$ cat src/rtl/core/nssd_pkg.sv
// Package with the shared types, constants and helpers of the spline derivative block.
`default_nettype none
package nssd_pkg;

    // One sample point as it arrives.
    typedef struct packed {
        logic signed [31:0] x_value;
        logic signed [31:0] y_value;
        logic               last_point;
    } point_t;

    // One second-derivative result as it leaves.
    typedef struct packed {
        logic signed [39:0] second_derivative;
        logic [5:0]         point_index;
        logic               last_result;
        logic               bad_spacing;
    } result_t;

    typedef enum logic {
        ALU_MUL,
        ALU_DIV
    } alu_op_t;

    // Request to the shared arithmetic unit. Multiply returns a*b/2^22 and divide
    // returns a/b, both truncated toward zero.
    typedef struct packed {
        logic               start;
        alu_op_t            op;
        logic signed [65:0] a;
        logic signed [40:0] b;
    } alu_req_t;

    typedef struct packed {
        logic               done;
        logic signed [65:0] result;
    } alu_resp_t;

    typedef enum logic [4:0] {
        ST_LOAD,
        ST_START,
        ST_PRE_RD0,
        ST_PRE_RD1,
        ST_PRE_LATCH,
        ST_PRE_SLOPE,
        ST_STEP_RD,
        ST_STEP_LATCH,
        ST_SIG,
        ST_P,
        ST_C,
        ST_SR,
        ST_Q,
        ST_W,
        ST_U,
        ST_TAIL,
        ST_BACK_RD,
        ST_BACK_MUL,
        ST_EMIT_RD,
        ST_EMIT
    } nssd_state_t;

    localparam int FRAC_BITS = 22;
    localparam logic signed [65:0] ONE_Q  = 66'sd4194304;
    localparam logic signed [65:0] SAT_HI = 66'sd549755813887;
    localparam logic signed [65:0] SAT_LO = -66'sd549755813888;

    // Clamp a wide signed value to the 40-bit result range.
    function automatic logic signed [39:0] sat40(input logic signed [65:0] v);
        logic signed [39:0] r;
        if (v > SAT_HI) begin
            r = SAT_HI[39:0];
        end else if (v < SAT_LO) begin
            r = SAT_LO[39:0];
        end else begin
            r = v[39:0];
        end
        return r;
    endfunction

endpackage
`default_nettype wire

$ cat src/rtl/core/nssd_alu.sv
// Shared sign-magnitude multiply and restoring divide unit, one bit per cycle.
`default_nettype none
module nssd_alu
    import nssd_pkg::*;
(
    input  wire logic      clk,
    input  wire logic      rst_n,
    input  wire alu_req_t  req,
    output alu_resp_t      resp
);
    localparam logic [6:0] DIV_STEPS = 7'd65;
    localparam logic [6:0] MUL_STEPS = 7'd40;

    logic               busy_reg;
    logic               done_reg;
    logic [6:0]         cnt_reg;
    alu_op_t            op_reg;
    logic               neg_reg;
    logic [64:0]        qa_reg;
    logic [41:0]        rem_reg;
    logic [40:0]        d_reg;
    logic [80:0]        acc_reg;
    logic [39:0]        mb_reg;
    logic signed [65:0] result_reg;

    logic signed [65:0] abs_a;
    logic signed [40:0] abs_b;
    logic [41:0]        trial;
    logic               fits;
    logic [41:0]        trial_diff;
    logic [64:0]        mag_fin;
    logic [6:0]         steps;
    logic               finish;

    always_comb
    begin
        abs_a      = req.a[65] ? -req.a : req.a;
        abs_b      = req.b[40] ? -req.b : req.b;
        trial      = {rem_reg[40:0], qa_reg[64]};
        fits       = trial >= {1'b0, d_reg};
        trial_diff = trial - {1'b0, d_reg};
        steps      = (op_reg == ALU_DIV) ? DIV_STEPS : MUL_STEPS;
        finish     = busy_reg && (cnt_reg == steps);
        if (op_reg == ALU_DIV) begin
            mag_fin = qa_reg;
        end else begin
            mag_fin = {6'd0, acc_reg[80:FRAC_BITS]};
        end
    end

    always_ff @(posedge clk or negedge rst_n)
    begin
        if (!rst_n) begin
            busy_reg <= 1'b0;
            done_reg <= 1'b0;
            cnt_reg  <= '0;
        end else begin
            done_reg <= 1'b0;
            if (!busy_reg && req.start) begin
                busy_reg <= 1'b1;
                cnt_reg  <= '0;
            end else if (finish) begin
                busy_reg <= 1'b0;
                done_reg <= 1'b1;
            end else if (busy_reg) begin
                cnt_reg <= cnt_reg + 7'd1;
            end
        end
    end

    always_ff @(posedge clk)
    begin
        if (!busy_reg && req.start) begin
            op_reg  <= req.op;
            neg_reg <= req.a[65] ^ req.b[40];
            qa_reg  <= abs_a[64:0];
            d_reg   <= abs_b;
            mb_reg  <= abs_b[39:0];
            rem_reg <= '0;
            acc_reg <= '0;
        end else if (finish) begin
            result_reg <= neg_reg ? -$signed({1'b0, mag_fin}) : $signed({1'b0, mag_fin});
        end else if (busy_reg) begin
            if (op_reg == ALU_DIV) begin
                rem_reg <= fits ? trial_diff : trial;
                qa_reg  <= {qa_reg[63:0], fits};
            end else begin
                acc_reg <= {acc_reg[79:0], 1'b0} + (mb_reg[39] ? {40'd0, qa_reg[40:0]} : 81'd0);
                mb_reg  <= {mb_reg[38:0], 1'b0};
            end
        end
    end

    assign resp.done   = done_reg;
    assign resp.result = result_reg;

endmodule
`default_nettype wire

$ cat config.mk
export PLATFORM = sky130hd
export DESIGN_NAME = nssd_alu
export DESIGN_NICKNAME = d
export VERILOG_FILES = /design/src/rtl/core/nssd_pkg.sv /design/src/rtl/core/nssd_alu.sv
export SDC_FILE = /design/constraint.sdc
export NUM_CORES = 1
export LEC_CHECK = 0
export BUFFER_PORTS_ARGS = -buffer_cell sky130_fd_sc_hd__buf_2
export CORE_MARGIN = 3
export CORE_UTILIZATION = 35
export DETAILED_ROUTE_END_ITERATION = 7
export PLACE_DENSITY_LB_ADDON = 0.2
export SYNTH_ARGS = -nofsm -noshare
export SYNTH_HDL_FRONTEND = slang
export SYNTH_SLANG_ARGS = --single-unit
$ cat constraint.sdc
create_clock -name clk -period 15.72 [get_ports clk]
set_clock_uncertainty 0.05 [all_clocks]
set_input_delay 3.144 -clock clk [delete_from_list [all_inputs] [get_ports clk]]
set_output_delay 3.144 -clock clk [all_outputs]
set_load 0.01 [all_outputs]
==> out/results.tsv <==
metric	value	unit
normalized_max_slew_margin	27.4	%
most_common_cell_after_layout_fill_and_taps_aside	sky130_fd_sc_hd__nand2_1	
path_delay_family	simple AND/OR/NAND/NOR gates	
grt_start_max_net_pins	108	
power.static_leakage	10.1	nW
layout-drive-gt1-share	11.7	%
timing.final.crit_share	44.0	%
final_hold_viol_count	0	
power.density_cell_area	197	mW/mm^2
largest_register_ff_count	81	
critPathKind	input pin to flip-flop	
postCtsSetupRepairBufs	0	
slew_violations	0	
wirelength	64.1	mm
critical_path.max_stage_delay	0.78	ns
antenna-diode-count	0	
tritoncts	yes	
grt_first_pass_wirelength	100	mm
floorplan.rows	92	
maxCapViolCount	0	
ioPinCount	178	
grt_util_all_layers	18.3	%
floorplan.die.width	261	um
vias	19335	
routabilityCongestion	0.900	
cp_cell_sequence	buf_2, or4_1, nor4_1, nand2_1, nor3_1, nand4_1, or4_1, or4_1, o31ai_1, xor2_1, o21ai_0	
port-buffer-count	177	
clock_sinks	345	
synth_flop_cell	sky130_fd_sc_hd__edfxtp_1	
cp-start-kind	input pin	
antenna_found_initial	0	
detailed_place_hpwl	47.0	mm
cts_buffer_depth	3	
synth_area_per_cell	8.74	sq um
post_cts_hold_buffer_count	0	
netlist_instances	2594	
die_h	261	um
synth_fp_nets	2792	
ctsResizeCount	0	
cts_made_buffers	42	
worst_ep_required_time	15.96	ns
avgRoutedWirePerCell	18.0	um
areaGrowthSynthToFinish	13.1	%
core	0.0635	sq mm
netlist-cell-type-count	78	
critical_path.slowest_cell	sky130_fd_sc_hd__nor3_1	
critical_path.most_common_cell	sky130_fd_sc_hd__or4_1	
post-synth-top-area-cell	sky130_fd_sc_hd__edfxtp_1	
largest_cells_by_area_after_synthesis	sky130_fd_sc_hd__edfxtp_1, sky130_fd_sc_hd__dfxtp_1, sky130_fd_sc_hd__nand2_1, sky130_fd_sc_hd__o21ai_0, sky130_fd_sc_hd__xor2_1	
cp.buffers_inverters	1	
crit_path_max_fanout	5	
grt_setup_unrepaired	no	
dp.cells	3491	
timing.critical_path.to_type	flip-flop	
status	complete, no violations	
finalSetupViolations	0	
vias_in_the_first_global_route	18447	
register_clock_pin_slew_on_the_reported_worst_setup_and_hold_paths	0.06	ns
power.ir.vdd_worst	0.000121	V
clock_insertion_delay_worst_skew	0.58	ns
route.antenna.remaining_nets	0	
drcViolationCount	0	
initial_core_util	35.7	%
synth-edff-count	214	
highest_clock_rate	0.145	GHz
synth_area	0.0227	sq mm
worst_pin_slew	1.08	ns
route.detailed.vias_per_inst	5.42	
yosys_warnings	0	
worst_hold_path_type	flip-flop to flip-flop	
synth_seq_area_share	40.1	%
min_period	6.92	ns
initialDrtViolationCount	1297	
drt-pass1-iter-count	5	
ys_seq_elements	345	
layout.cells.most_common_list	sky130_fd_sc_hd__nand2_1, sky130_fd_sc_hd__o21ai_0, sky130_fd_sc_hd__edfxtp_1	
clock_root_buffer	sky130_fd_sc_hd__clkbuf_16	
synth_top_cell_area_share	28.3	%
totalNegativeSetupSlack	0	ns
htree_levels	2	
grt_remaining_overflow	0	
fillers	6358	
asyncSetResetFlopFracSynth	2.61	%
layout.cells.non_filler	3568	
die_area	0.0679	sq mm
finish.net_count	2887	
worst_ep_arrival_time	7.16	ns
final timing paths:
check	from	endpoint	slack, ns	cells past startpoint
min reg2reg	acc_reg[9]	acc_reg[9]	0.40	2
max reg2reg	op_reg	result_reg[62]	10.63	12
max	req[52]	qa_reg[62]	8.80	11
max in group asynchronous	rst_n	busy_reg	13.03	1
min	acc_reg[9]	acc_reg[9]	0.40	2
min in group asynchronous	rst_n	done_reg	2.36	1
Yosys cell counts (13+ instances only):
| cell type | number |
|---|---|
| sky130_fd_sc_hd__nor3_1 | 71 |
| sky130_fd_sc_hd__and2_1 | 46 |
| sky130_fd_sc_hd__buf_1 | 19 |
| sky130_fd_sc_hd__nand4_1 | 25 |
| sky130_fd_sc_hd__inv_1 | 78 |
| sky130_fd_sc_hd__nor2b_1 | 17 |
| sky130_fd_sc_hd__o21a_1 | 13 |
| sky130_fd_sc_hd__mux2_2 | 16 |
| sky130_fd_sc_hd__mux2i_1 | 66 |
| sky130_fd_sc_hd__o21ai_0 | 275 |
| sky130_fd_sc_hd__or3_1 | 27 |
| sky130_fd_sc_hd__o31ai_1 | 42 |
| sky130_fd_sc_hd__o211ai_1 | 14 |
| sky130_fd_sc_hd__nand2_1 | 372 |
| sky130_fd_sc_hd__o41ai_1 | 17 |
| sky130_fd_sc_hd__or4_1 | 19 |
| sky130_fd_sc_hd__clkbuf_1 | 114 |
| sky130_fd_sc_hd__ha_1 | 85 |
| sky130_fd_sc_hd__nand2b_1 | 26 |
| sky130_fd_sc_hd__edfxtp_1 | 214 |
| sky130_fd_sc_hd__xor2_1 | 146 |
| sky130_fd_sc_hd__nor2_1 | 109 |
| sky130_fd_sc_hd__dfxtp_1 | 122 |
| sky130_fd_sc_hd__nand3_1 | 82 |
| sky130_fd_sc_hd__xnor2_1 | 119 |
| sky130_fd_sc_hd__nor4_1 | 30 |
| sky130_fd_sc_hd__a31oi_1 | 21 |
| sky130_fd_sc_hd__a21oi_1 | 193 |
| sky130_fd_sc_hd__and3_1 | 24 |
| sky130_fd_sc_hd__or2_2 | 17 |
| sky130_fd_sc_hd__a21o_1 | 32 |
area by class of cell:
type,instances,area [sq um],share of cell area (%)
flip-flops and latches,345,9090,35.4
inverters,78,295,1.15
well taps,846,1060,4.13
clock inverters,22,294,1.15
multi-input cells,2029,12800,49.8
repair buffers,193,1010,3.92
clock buffers,55,1130,4.40
worst register-to-register path, delay by kind of cell, from the launching register on:
family / cells / cell delay (ns)
adder cells (fa/ha/maj): 1 / 0.24
buffers and inverters: 1 / 0.69
AND/OR/NAND/NOR: 5 / 2.08
XOR/XNOR: 1 / 0.12
AO/OA/AOI/OAI: 3 / 0.98
multiplexers: 1 / 0.34
flip-flops: 1 / 0.32
where the power goes:
part | switching [mW] | leakage, nW | internal [mW]
Combinational | 1.33 | 6.31 | 0.905
Sequential | 0.396 | 3.15 | 1.40
Clock | 0.401 | 0.684 | 0.609
Total | 2.13 | 10.1 | 2.92
routing by layer:
layer / share of wire (%) / vias up / track usage, %
met5: 0 / - / 0
met4: 2.8 / 0 / 5.36
met3: 3.9 / 109 / 2.43
met2: 49 / 418 / 32.0
met1: 44 / 9236 / 23.6
li1: - / 9572 / -
cells by family (layout without fill, tap and decap cells):
logic type / count (synthesis) / count (layout) / share of synthesized area (%)
XOR/XNOR: 265 / 265 / 10.2
AO/OA/AOI/OAI: 687 / 687 / 17.8
flip-flops: 345 / 345 / 40.1
buffers and inverters: 220 / 348 / 3.73
adder cells (fa/ha/maj): 87 / 87 / 4.86
multiplexers: 82 / 82 / 3.71
AND/OR/NAND/NOR: 908 / 908 / 19.5
metrics by stage:
stage | total power [mW] | setup slack, ns | hold slack [ns] | cell area, sq um | utilization (%)
floorplan | 3.38 | 9.21 | 0.386 | 22700 | -
global placement | 4.00 | 8.29 | 0.392 | 24200 | 38.1
detailed placement | 4.03 | 8.23 | 0.399 | 24200 | 38.1
CTS | 5.07 | 8.85 | 0.407 | 25700 | 40.4
global route | 5.45 | 8.49 | 0.430 | 25700 | 40.4
finish | 5.05 | 8.80 | 0.404 | 25700 | 40.4
Note: power is estimated with default switching activity, not from simulation.
